<file path="src/rtl/lz4bd_pkg.sv">
`timescale 1ns / 1ps
package lz4bd_pkg;

  typedef enum logic [7:0] {
    PH_TOKEN     = 8'b0000_0001,
    PH_LIT_EXT   = 8'b0000_0010,
    PH_LITERALS  = 8'b0000_0100,
    PH_OFF_LO    = 8'b0000_1000,
    PH_OFF_HI    = 8'b0001_0000,
    PH_MATCH_EXT = 8'b0010_0000,
    PH_COPY      = 8'b0100_0000,
    PH_DONE      = 8'b1000_0000
  } phase_t;

  localparam logic       OP_BYTE = 1'b0;
  localparam logic       OP_TICK = 1'b1;

  localparam logic [1:0] ERR_NONE       = 2'd0;
  localparam logic [1:0] ERR_BAD_OFFSET = 2'd1;
  localparam logic [1:0] ERR_TRUNCATED  = 2'd2;
  localparam logic [1:0] ERR_BUSY       = 2'd3;

  localparam logic [3:0] LIT_EXT_CODE   = 4'hf;
  localparam int         MATCH_EXT_MARK = 32'h0000_000f + 4;
  localparam int         MIN_MATCH      = 4;
  localparam logic [7:0] EXT_MORE       = 8'hff;

  typedef struct packed {
    logic       emit;
    logic       from_hist;
    logic [7:0] lit_byte;
    logic       last;
    logic       copy_pending;
    logic       done;
    logic [1:0] err;
  } res_t;

endpackage

</file>
<file path="src/rtl/lz4bd_ctrl.sv">
`timescale 1ns / 1ps
module lz4bd_ctrl #(
  parameter int HISTORY_DEPTH = 32768,
  parameter int LENGTH_BITS   = 20
) (
  input  logic                             clk,
  input  logic                             rst,
  input  logic                             accept,
  input  logic                             operation,
  input  logic [7:0]                       in_byte,
  input  logic                             block_start,
  input  logic                             block_end,
  input  logic [15:0]                      out_len,
  output lz4bd_pkg::res_t                  res,
  output logic [$clog2(HISTORY_DEPTH)-1:0] rd_addr,
  output logic [$clog2(HISTORY_DEPTH)-1:0] wr_addr
);

  localparam int AW = $clog2(HISTORY_DEPTH);
  localparam int TW = 17;
  localparam int LB = LENGTH_BITS;

  lz4bd_pkg::phase_t phase, phase_next;
  logic [15:0]   produced, produced_next;
  logic [TW-1:0] target_len, target_len_next;
  logic [LB-1:0] literal_left, literal_left_next;
  logic [LB-1:0] match_left, match_left_next;
  logic [7:0]    offset_low, offset_low_next;
  logic [AW-1:0] copy_source, copy_source_next;
  logic [1:0]    error_latch, error_latch_next;
  logic          input_ended, input_ended_next;
  logic          offset_bad, offset_bad_next;

  function automatic logic [LB-1:0] sat_add(logic [LB-1:0] a, logic [7:0] b);
    logic [LB:0] s;
    s = {1'b0, a} + {{(LB - 7){1'b0}}, b};
    return s[LB] ? {LB{1'b1}} : s[LB-1:0];
  endfunction

  always_comb begin
    logic [15:0] off;
    logic [15:0] diff;
    logic        bad;
    logic        full;
    phase_next        = phase;
    produced_next     = produced;
    target_len_next   = target_len;
    literal_left_next = literal_left;
    match_left_next   = match_left;
    offset_low_next   = offset_low;
    copy_source_next  = copy_source;
    error_latch_next  = error_latch;
    input_ended_next  = input_ended;
    offset_bad_next   = offset_bad;
    res               = '0;
    res.lit_byte      = in_byte;
    off               = {in_byte, offset_low};
    diff              = '0;
    bad               = 1'b0;
    full              = 1'b0;

    if (operation == lz4bd_pkg::OP_TICK) begin
      if (phase == lz4bd_pkg::PH_COPY) begin
        res.emit         = 1'b1;
        res.from_hist    = 1'b1;
        copy_source_next = copy_source + 1'b1;
        match_left_next  = (match_left != '0) ? match_left - 1'b1 : '0;
        produced_next    = produced + 16'd1;
        if ({1'b0, produced_next} >= target_len) begin
          res.last   = 1'b1;
          phase_next = lz4bd_pkg::PH_DONE;
        end else if (match_left_next == '0) begin
          if (input_ended) begin
            if (error_latch == lz4bd_pkg::ERR_NONE) begin
              error_latch_next = lz4bd_pkg::ERR_TRUNCATED;
            end
            phase_next = lz4bd_pkg::PH_DONE;
          end else begin
            phase_next = lz4bd_pkg::PH_TOKEN;
          end
        end
      end
    end else begin
      if (block_start) begin
        phase_next        = lz4bd_pkg::PH_TOKEN;
        produced_next     = '0;
        target_len_next   = ({1'b0, out_len} > TW'(HISTORY_DEPTH)) ? TW'(HISTORY_DEPTH)
                                                                  : {1'b0, out_len};
        literal_left_next = '0;
        match_left_next   = '0;
        offset_low_next   = '0;
        copy_source_next  = '0;
        error_latch_next  = lz4bd_pkg::ERR_NONE;
        input_ended_next  = 1'b0;
        offset_bad_next   = 1'b0;
      end
      off = {in_byte, offset_low_next};
      if (phase_next == lz4bd_pkg::PH_COPY) begin
        if (error_latch_next == lz4bd_pkg::ERR_NONE) begin
          error_latch_next = lz4bd_pkg::ERR_BUSY;
        end
        phase_next = lz4bd_pkg::PH_DONE;
      end else if (phase_next != lz4bd_pkg::PH_DONE) begin
        full = {1'b0, produced_next} >= target_len_next;
        if (full) begin
          phase_next = lz4bd_pkg::PH_DONE;
        end else begin
          unique case (phase_next)
            lz4bd_pkg::PH_TOKEN: begin
              literal_left_next = LB'(in_byte[7:4]);
              match_left_next   = LB'(in_byte[3:0]) + LB'(lz4bd_pkg::MIN_MATCH);
              if (in_byte[7:4] == lz4bd_pkg::LIT_EXT_CODE) begin
                phase_next = lz4bd_pkg::PH_LIT_EXT;
              end else if (in_byte[7:4] != 4'd0) begin
                phase_next = lz4bd_pkg::PH_LITERALS;
              end else begin
                phase_next = lz4bd_pkg::PH_OFF_LO;
              end
            end
            lz4bd_pkg::PH_LIT_EXT: begin
              literal_left_next = sat_add(literal_left_next, in_byte);
              if (in_byte != lz4bd_pkg::EXT_MORE) begin
                phase_next = lz4bd_pkg::PH_LITERALS;
              end
            end
            lz4bd_pkg::PH_LITERALS: begin
              literal_left_next = (literal_left_next != '0) ? literal_left_next - 1'b1 : '0;
              phase_next = (literal_left_next != '0) ? lz4bd_pkg::PH_LITERALS
                                                     : lz4bd_pkg::PH_OFF_LO;
              res.emit      = 1'b1;
              produced_next = produced_next + 16'd1;
              if ({1'b0, produced_next} >= target_len_next) begin
                res.last   = 1'b1;
                phase_next = lz4bd_pkg::PH_DONE;
              end
            end
            lz4bd_pkg::PH_OFF_LO: begin
              offset_low_next = in_byte;
              phase_next      = lz4bd_pkg::PH_OFF_HI;
            end
            lz4bd_pkg::PH_OFF_HI: begin
              bad              = (off == 16'd0) || (off > produced_next);
              diff             = produced_next - off;
              offset_bad_next  = bad;
              copy_source_next = bad ? '0 : diff[AW-1:0];
              if (match_left_next == LB'(lz4bd_pkg::MATCH_EXT_MARK)) begin
                phase_next = lz4bd_pkg::PH_MATCH_EXT;
              end else if (bad) begin
                if (error_latch_next == lz4bd_pkg::ERR_NONE) begin
                  error_latch_next = lz4bd_pkg::ERR_BAD_OFFSET;
                end
                phase_next = lz4bd_pkg::PH_DONE;
              end else begin
                phase_next = lz4bd_pkg::PH_COPY;
              end
            end
            lz4bd_pkg::PH_MATCH_EXT: begin
              match_left_next = sat_add(match_left_next, in_byte);
              if (in_byte != lz4bd_pkg::EXT_MORE) begin
                if (offset_bad_next) begin
                  if (error_latch_next == lz4bd_pkg::ERR_NONE) begin
                    error_latch_next = lz4bd_pkg::ERR_BAD_OFFSET;
                  end
                  phase_next = lz4bd_pkg::PH_DONE;
                end else begin
                  phase_next = lz4bd_pkg::PH_COPY;
                end
              end
            end
            default: begin
            end
          endcase
        end
        if (block_end) begin
          if (phase_next == lz4bd_pkg::PH_COPY) begin
            input_ended_next = 1'b1;
          end else if (phase_next != lz4bd_pkg::PH_DONE) begin
            if (error_latch_next == lz4bd_pkg::ERR_NONE) begin
              error_latch_next = lz4bd_pkg::ERR_TRUNCATED;
            end
            phase_next = lz4bd_pkg::PH_DONE;
          end
        end
      end
    end

    res.copy_pending = phase_next == lz4bd_pkg::PH_COPY;
    res.done         = phase_next == lz4bd_pkg::PH_DONE;
    res.err          = error_latch_next;
  end

  // Literals write at the count before it advances; ticks too, since a
  // tick never starts a block.
  assign rd_addr = copy_source;
  assign wr_addr = (operation == lz4bd_pkg::OP_BYTE && block_start) ? '0 : produced[AW-1:0];

  always_ff @(posedge clk) begin
    if (rst) begin
      phase        <= lz4bd_pkg::PH_TOKEN;
      produced     <= '0;
      target_len   <= '0;
      literal_left <= '0;
      match_left   <= '0;
      offset_low   <= '0;
      copy_source  <= '0;
      error_latch  <= lz4bd_pkg::ERR_NONE;
      input_ended  <= 1'b0;
      offset_bad   <= 1'b0;
    end else if (accept) begin
      phase        <= phase_next;
      produced     <= produced_next;
      target_len   <= target_len_next;
      literal_left <= literal_left_next;
      match_left   <= match_left_next;
      offset_low   <= offset_low_next;
      copy_source  <= copy_source_next;
      error_latch  <= error_latch_next;
      input_ended  <= input_ended_next;
      offset_bad   <= offset_bad_next;
    end
  end

endmodule

</file>
<file path="config.mk">
export PLATFORM = sky130hd
export DESIGN_NAME = lz4bd_ctrl
export DESIGN_NICKNAME = d
export VERILOG_FILES = /design/src/rtl/lz4bd_pkg.sv /design/src/rtl/lz4bd_ctrl.sv
export SDC_FILE = /design/constraint.sdc
export NUM_CORES = 1
export LEC_CHECK = 0
export BUFFER_PORTS_ARGS = -buffer_cell sky130_fd_sc_hd__buf_2
export CAP_MARGIN = 20
export CORE_UTILIZATION = 40
export CTS_CLUSTER_DIAMETER = 100
export DETAILED_ROUTE_END_ITERATION = 10
export GPL_TIMING_DRIVEN = 0
export PLACE_DENSITY = 0.56
export SYNTH_ARGS = -nofsm -noshare
export SYNTH_HDL_FRONTEND = slang
export SYNTH_SLANG_ARGS = --single-unit
export TNS_END_PERCENT = 5
</file>
<file path="constraint.sdc">
create_clock -name clk -period 10.8 [get_ports clk]
set_input_delay 2.16 -clock clk [delete_from_list [all_inputs] [get_ports clk]]
set_output_delay 2.16 -clock clk [all_outputs]
set_load 0.02 [all_outputs]
</file>
# Word-level counts from Yosys, hierarchy flattened
# Cells that the tools add are included.
dict set report totals {
  regBits 108
  in_bits 30
  output_inout_bits 45
  elab_cells 176
}
dict set report op_classes {
  addsub 9
  order_cmp 5
  eq_ne 17
  n_mux 121
  bitwise 1
  reduce_logical 13
}
# op n
set op_table {}
lappend op_table {{2-to-1 mux 20 bit} 16}
lappend op_table {{2-to-1 mux 8 bit} 28}
lappend op_table {{2-to-1 mux 16 bit} 9}
lappend op_table {{2-to-1 mux 15 bit} 9}
lappend op_table {{one-hot mux 20 bit (3 select lines)} 1}
lappend op_table {{nonzero test 20 bit} 3}
lappend op_table {{greater-or-equal comparator 16 x 17 -> 1 bit} 3}
lappend op_table {{2-to-1 mux 2 bit} 25}
lappend op_table {{one-hot mux 8 bit (6 select lines)} 1}
lappend op_table {{adder 20 x 8 -> 21 bit} 2}
lappend op_table {{one-hot mux 20 bit (2 select lines)} 1}
lappend op_table {{subtractor 20 x 1 -> 20 bit (second input constant)} 2}
lappend op_table {{2-to-1 mux 17 bit} 2}
lappend op_table {{adder 16 x 1 -> 16 bit (second input constant)} 2}
lappend op_table {{equality test 8 x 7 -> 1 bit (second input constant)} 4}
lappend op_table {{2-to-1 mux 1 bit} 25}
lappend op_table {{!= test 8 bit (second input constant)} 3}
lappend op_table {{equality test 20 x 5 -> 1 bit (second input constant)} 1}
lappend op_table {{zero test 20 bit} 1}
lappend op_table {{> comparator 16 bit} 1}
lappend op_table {{> comparator 16 bit (second input constant)} 1}
lappend op_table {{zero test 16 bit} 1}
lappend op_table {{adder 15 x 1 -> 15 bit (second input constant)} 1}
lappend op_table {{subtractor 15 bit} 1}
lappend op_table {{other kinds (18)} 23}

# Depth between registers and ports, before layout
# Gate-level depths: netlist (run 1).
dict set report logic_depth {
  ltp_word 20
  ltp_mapped 24
  mapped_depth_nobuf 18
}

# Worst setup path before layout (run 1)
# Ideal clock, no wire load.
dict set report synth_timing {
  path_type {input-to-output}
  start {input port block_start}
  end {output port res[3] (netlist name)}
  t_arrival_ns 7.036
  required_time_ns 8.640
  slack_ns 1.604
  stages 23
  n_path_buf 6
  path_cell_list {buf_2 > buf_2 > buf_2 > buf_2 > buf_1 > clkbuf_1 > nor2b_1 > ha_1 > nand4b_1 > nor3_1 > and3_1 > and3_1 > nand3_1 > xnor2_1 > ha_1 > nand3_1 > o21bai_1 > a211oi_1 > o21ai_0 > a211o_1 > o31ai_2 > a21oi_1 > nor3b_1}
}
# element line
set synth_lines {}
lappend synth_lines {{start, declared} lz4bd_ctrl.sv:11} ;# input logic block_start,
lappend synth_lines {{end, declared} lz4bd_ctrl.sv:14} ;# output lz4bd_pkg::res_t res,

==> reports/qor.yml, run 1 <==
cells_and_area:
  stdcell_area_um2: 13300
  final_cell_mix: "nor2_1 (163), nand2_1 (140), a21oi_1 (135)"
  final_nets: 1899
  n_antenna_cell: 0
  finish.utilization_pct: 44.7
  final_layout_size_suffix_gt1_share_pct: 9.27
  syn_to_final_growth_pct: 9.91
  layout_commonest_cell: "nor2_1"
placement:
  place_hpwl_um: 41600
  post-place-ws_ns: -1.44
  globalplace.congestion: 1.01
  io_buffers: 73
  placed_cell_area_um2: 12900
setup_path:
  crit_path_cell_trace: "buf_2, buf_4, buf_2, clkbuf_4, buf_4, clkbuf_4, nor2b_2, ha_1, nand4b_1, nor3_2, and3_1, and3_1, nand3_1, xnor2_1, ha_1, nand2_1, nor4_4, a21oi_1, and2_1, a211o_1, o31ai_2, a21oi_1, nor3b_2, buf_2"
  rrSetupSlack_ns: 5.70
  cpPeakStageDelay_ns: 0.40
  worstPathRequired_ns: 8.64
  crit_end: "res[3]"
  crit_slowest_cell: "clkbuf_4"
  crit_path_start_kind: "input port"
  r2r-start: "produced[1]"
  path_common_cell: "buf_2"
  path_max_fanout: 19
  cp-startpoint: "block_start"
  timing.rr.end: "phase[5]"
  reg2reg_depth: 18
  worstPathArrival_ns: 8.43
  critPathKind: "input port to output port"
  end_kind: "output port"
sta:
  period_needed_ns: 10.59
  max-slew-margin-rel_pct: 26.1
  hold_viol: 0
  setup_slack_ns: 0.208
  worst_pin_slew_ns: 1.10
  maxSlewViolCount: 0
  max_freq_mhz: 94.4
  rsz0062_at_grt: "false"
  fin_worst_skew_ns: 0.0162
  finalSetupViolations: 0
  finalCritPeriodShare_pct: 98.1
  holdWs_ns: 0.492
clocking:
  cts_root_buf: "clkbuf_16"
  clk_path_buf_depth: 2
  htree_levels: 3
  insertion_delay_ns: 0.38
  cts_buffers: 9
  cts_tree: "built"
  path_clk_slew_ns: 0.08
  cts.sinks: 108
min_path:
  hold_depth: 1
  hold_path.class: "flip-flop to flip-flop"
pwr:
  p_int_w: 0.000725
  power.total_w: 0.00124
  seqPwrFrac_pct: 34.4
  pwr-share-clk_pct: 28.9
  powerDensity_nw_per_um2: 93.9
  p_leak_nw: 5.17
  switching_share_pct: 41.7
  switching_power_w: 0.000519
  vdd_ir_drop_max_mv: 0.0691
  power.share.combinational_pct: 36.7
floorplanning:
  dieWidth_um: 176
  dieArea_um2: 30800
  initial_core_util_pct: 40.7
  num_rows: 63
  die_h_um: 176
  core_area_um2: 29600
  top_level_ports: 75
yosys:
  synth_top_area_share_pct: 17.9
  synth.largest_area_cell: "dfxtp_1"
  synth_edf_count: 0
  synthesis.nets: 1815
  mappedNetlistArea_um2: 12100
  synthFlopType: "dfxtp_1"
  ys_seq_area_share_pct: 17.9
  synth.distinct_cells: 101
  ys_ff_latch: 108
  synthCells: 1681
  ys_async_sr_fraction_pct: 0
  avgSynthCellArea_um2: 7.17
  ys.warnings.count: 0
  synth_area_leaders: "dfxtp_1 (18%), ha_1 (10%), a21oi_1 (5.6%)"
global_route:
  antenna_found_initial: 1
  grt_max_degree: 20
  grt_pass1_vias: 12800
  overflow: 0
  track_usage_pct: 35.6
  grt_pass1_wl_um: 82000
detailed_routing:
  vias: 14000
  wl_per_cell_um: 25.7
  drcViolationCount: 0
  drtAntennaViolNets: 0
  dr.pass1.iters: 5
  drt-vias-per-instance: 6.46
  drt_iter0_drc: 1642
  totalWireLength_um: 55400
outcome:
  outcome: "completed"
run:
  cap_violations: 0
## cell families (layout without fill, tap and decap cells)
family / count (synthesis) / in the layout / synth area share, %
compound gates: 535 / 535 / 29.7
xor+xnor: 80 / 80 / 5.81
fa+ha+maj: 104 / 104 / 11.0
buf+inv: 189 / 278 / 6.39
flops: 108 / 108 / 17.9
mux: 9 / 9 / 0.789
simple gates: 656 / 656 / 28.4
## power groups by stage
| stage | combinational [W] | clock [W] | sequential (W) |
|---|---|---|---|
| 6_report | 0.000457 | 0.000359 | 0.000428 |
| 5_1_grt | 0.000485 | 0.000370 | 0.000429 |
| 4_1_cts | 0.000441 | 0.000359 | 0.000427 |
| 3_5_place_dp | 0.000438 | 0 | 0.000436 |
| 3_3_place_gp | 0.000437 | 0 | 0.000436 |
| 2_1_floorplan | 0.000289 | 0 | 0.000433 |
## worst min path at each step
stage	from	endpoint	slack, ns
floorplan	target_len[16]	target_len[16]	0.45
global placement	target_len[16]	target_len[16]	0.46
detailed placement	target_len[16]	target_len[16]	0.47
CTS	target_len[16]	target_len[16]	0.49
global route	target_len[16]	target_len[16]	0.51
finish	target_len[16]	target_len[16]	0.49
## stage by stage
stage	std cells	setup TNS, ns
2_1_floorplan	1681	0
3_3_place_gp	2144	-4.63
3_5_place_dp	2144	-4.35
4_1_cts	2159	0
5_1_grt	2160	0
6_report	2160	0
## registers in the layout, summed over array words and instances, names as in the netlist
register      flops
error_latch       2
target_len       17
literal_left     20
match_left       20
phase             8
offset_low        8
rd_addr          15
offset_bad        1
input_ended       1
produced         16
## Yosys cell counts, drive strengths merged (6+ instances only)
library cell  count
o31a              6
a211oi           35
o21a             15
o2111ai           6
nand3            65
o21ai           114
nor3             56
and2             32
o21bai            8
nand2           140
a32o              8
a41oi             6
or2               9
or3              12
ha              101
buf              34
and3             19
nor4             29
nand4b            7
nand4            23
dfxtp           108
xor2             20
a21o             27
nor3b             8
o32ai             6
a22o              9
o211ai           15
nand2b           13
a21oi           136
xnor2            60
clkbuf           77
inv              77
nor2b            53
a31oi            16
o31ai            14
and4              7
o22ai            13
a22oi            36
a221oi           14
nor2            164
## critical path, delay by kind of cell
family,cells,cell delay (ns)
compound gates,4,1.02
xor+xnor,1,0.09
fa+ha+maj,2,0.56
buf+inv,7,2.45
simple gates,10,2.10
## metal layers
metal  GRT usage [%]  wire [um]  vias up
met1            46.7      23200     6623
met2            55.9      24500      783
met4            17.6       2780        2
met3            6.30       4950      178
met5               0         18        -
li1                -          -     6364
## area by class of cell
type                       instances  area, um^2
buffer                           110         495
timing repair buffer              74         373
clock inverter                     5        43.8
clock buffer                      11         243
tap                              390         488
sequential                       108        2160
multi-input combinational       1384        9150
inverter                          78         293
fill                            3139       16400
## what timing repair did
| item | CTS | global route |
|---|---|---|
| setup endpoints to repair | 4 | 3 |
| setup buffers | 0 | 1 |
| gates resized for setup | 11 | 6 |
| hold buffers | 0 | 0 |
| pin swaps | 0 | 1 |
No activity file was read; power rests on OpenSTA's default activity.
==> run 2, diff against run 1 <==
--- a/config.mk
+++ b/config.mk
@@ -12,6 +12,7 @@
 export DETAILED_ROUTE_END_ITERATION = 10
 export GPL_TIMING_DRIVEN = 0
 export PLACE_DENSITY = 0.56
+export SETUP_SLACK_MARGIN = 0.1
 export SYNTH_ARGS = -nofsm -noshare
 export SYNTH_HDL_FRONTEND = slang
 export SYNTH_SLANG_ARGS = --single-unit
==> constraint.sdc (replaced) <==
create_clock -name clk -period 11.3 [get_ports clk]
set_input_delay 0.565 -clock clk [delete_from_list [all_inputs] [get_ports clk]]
set_output_delay 0.565 -clock clk [all_outputs]
set_load 0.02 [all_outputs]
==> reports/qor.yml, run 2 (synthesized netlist as in run 1, its figures left out) <==
outcome:
  outcome: "completed"  # unchanged
setup_path:
  cpPeakStageDelay_ns: 0.83  # was 0.40 ns
  path_max_fanout: 10  # was 19
  critical_path.top_delay_family: "buffers and inverters"  # unchanged
  crit_path_start_kind: "input port"  # unchanged
  worstPathArrival_ns: 8.98  # was 8.43 ns
  cp_num_buf_inv: 8  # was 7
  end_kind: "output port"  # unchanged
  worstPathRequired_ns: 10.74  # was 8.64 ns
  path_common_cell: "buf_2"  # unchanged
  critPathKind: "input port to output port"  # unchanged
  crit_slowest_cell: "clkbuf_1"  # was clkbuf_4
floorplanning:
  dieArea_um2: 30800  # unchanged
  num_rows: 63  # unchanged
  core_area_um2: 29600  # unchanged
  dieWidth_um: 176  # unchanged
  top_level_ports: 75  # unchanged
  die_h_um: 176  # unchanged
  initial_core_util_pct: 40.7  # unchanged
cells_and_area:
  final_cell_mix: "nor2_1 (164), nand2_1 (140), a21oi_1 (135)"  # was nor2_1 (163), nand2_1 (140), a21oi_1 (135)
  layout_commonest_cell: "nor2_1"  # unchanged
  instances_no_fill: 2160  # unchanged
  final_layout_size_suffix_gt1_share_pct: 8.70  # was 9.27%
  final_nets: 1899  # unchanged
  n_antenna_cell: 0  # unchanged
  syn_to_final_growth_pct: 9.46  # was 9.91%
  finish.utilization_pct: 44.5  # was 44.7%
  reg.largest.list: "literal_left x20, match_left x20, target_len x17"  # unchanged
  fillers: 3149  # was 3139
sta:
  rsz0062_at_grt: "false"  # unchanged
  max_freq_mhz: 105
  fin_worst_skew_ns: 0.0164  # was 0.0162 ns
  hold_viol: 0  # unchanged
  maxSlewViolCount: 0  # unchanged
  worst_pin_slew_ns: 1.06  # was 1.10 ns
  finalSetupViolations: 0  # unchanged
  fin_setup_tns_ns: 0  # unchanged
  finalCritPeriodShare_pct: 84.4
  max-slew-margin-rel_pct: 28.6  # was 26.1%
  period_needed_ns: 9.54
clocking:
  cts_root_buf: "clkbuf_16"  # unchanged
  cts_buffers: 9  # unchanged
  cts_setup_buffers: 0  # unchanged
  cts_tree: "built"  # unchanged
  insertion_delay_ns: 0.38  # about the same
  cts_hold_buf: 0  # unchanged
  path_clk_slew_ns: 0.08  # about the same
  htree_levels: 3  # unchanged
  cts.sinks: 108  # unchanged
  cts_resized: 0  # was 11
  clk_path_buf_depth: 2  # unchanged
pwr:
  power.share.combinational_pct: 36.7  # about the same
  vdd_ir_drop_max_mv: 0.0662  # was 0.0691 mV
  p_int_w: 0.000692  # was 0.000725 W
  pwr-share-clk_pct: 28.9  # about the same
  seqPwrFrac_pct: 34.4  # about the same
  p_leak_nw: 5.15  # was 5.17 nW
  powerDensity_nw_per_um2: 90.0  # was 93.9 nW/um^2
  switching_power_w: 0.000496  # was 0.000519 W
  switching_share_pct: 41.8  # was 41.7%
detailed_routing:
  vias: 13900  # was 14.0k
  drt-vias-per-instance: 6.44  # was 6.46
  drt_iter0_drc: 1554  # was 1642
  wl_per_cell_um: 25.7  # about the same
  dr.pass1.iters: 6  # was 5
  totalWireLength_um: 55600  # was 55400 um
  drcViolationCount: 0  # unchanged
  drtAntennaViolNets: 0  # unchanged
placement:
  dp_cells: 2144  # unchanged
  place_hpwl_um: 41600  # unchanged
  globalplace.congestion: 1.01  # unchanged
  io_buffers: 73  # unchanged
run:
  cap_violations: 0  # unchanged
global_route:
  grt_pass1_vias: 12800  # about the same
  grt_pass1_wl_um: 82000  # about the same
  grt_max_degree: 19  # was 20
  track_usage_pct: 35.6  # about the same
  overflow: 0  # unchanged
  antenna_found_initial: 0  # was 1
min_path:
  hold_path.class: "input port to flip-flop"  # was flip-flop to flip-flop
-- run 2: cell count changes in the layout (fill, tap and decap cells not counted), sizes merged --
cell / before / now
clkdlybuf4s15: 1 / 0
buf: 105 / 107
clkbuf: 89 / 88
-- run 2: layout make-up --
cell class	instances	area, um^2	share of cell area (%)
plain buffers	111	478	3.62
clock buffers	11	243	1.84
clock inverters	5	43.8	0.332
inverters	78	293	2.22
multi-input cells	1384	9120	69.1
flip-flops and latches	108	2160	16.4
well taps	390	488	3.70
repair buffers	73	365	2.77
-- run 2: per-layer routing --
metal	vias to the layer above	GRT usage (%)	share of wire, %
li1	6358	-	-
met1	6624	46.5	42
met2	770	55.8	44
met3	169	6.84	9.3
met4	0	17.9	5.3
met5	-	0	0
-- run 2: power groups by stage --
stage	Clock [W]	Combinational [W]	Sequential, W
4_1_cts	0.000343	0.000421	0.000408
6_report	0.000344	0.000435	0.000409
5_1_grt	0.000355	0.000462	0.000410
2_1_floorplan	0	0.000277	0.000414
3_5_place_dp	0	0.000419	0.000417
3_3_place_gp	0	0.000417	0.000417
-- run 2: final timing paths --
path | startpoint | to | cells after the start | slack [ns]
worst min-delay path | out_len[2] | target_len[2] | 3 | 0.49
worst min register to register | target_len[16] | target_len[16] | 1 | 0.50
worst max register to register | produced[0] | phase[5] | 18 | 5.68
worst max-delay path | block_start | res[3] | 25 | 1.76
-- run 2: worst register-to-register path, delay by kind of cell, from the launching register on --
family / cells / cell delay, ns
compound gates: 5 / 1.14
simple gates: 9 / 2.72
fa+ha+maj: 2 / 0.61
flops: 1 / 0.52
mux: 1 / 0.35
xor+xnor: 1 / 0.18
-- run 2: metrics by stage --
stage               power (W)  hold slack [ns]  worst slack [ns]  cell area [um^2]
global route          0.00123            0.501              1.76             13200
finish                0.00119            0.487              1.76             13200
CTS                   0.00117            0.476              2.23             13200
global placement     0.000834            0.463              2.17             12900
detailed placement   0.000835            0.471              2.25             12900
floorplan            0.000690            0.445              5.29             12100
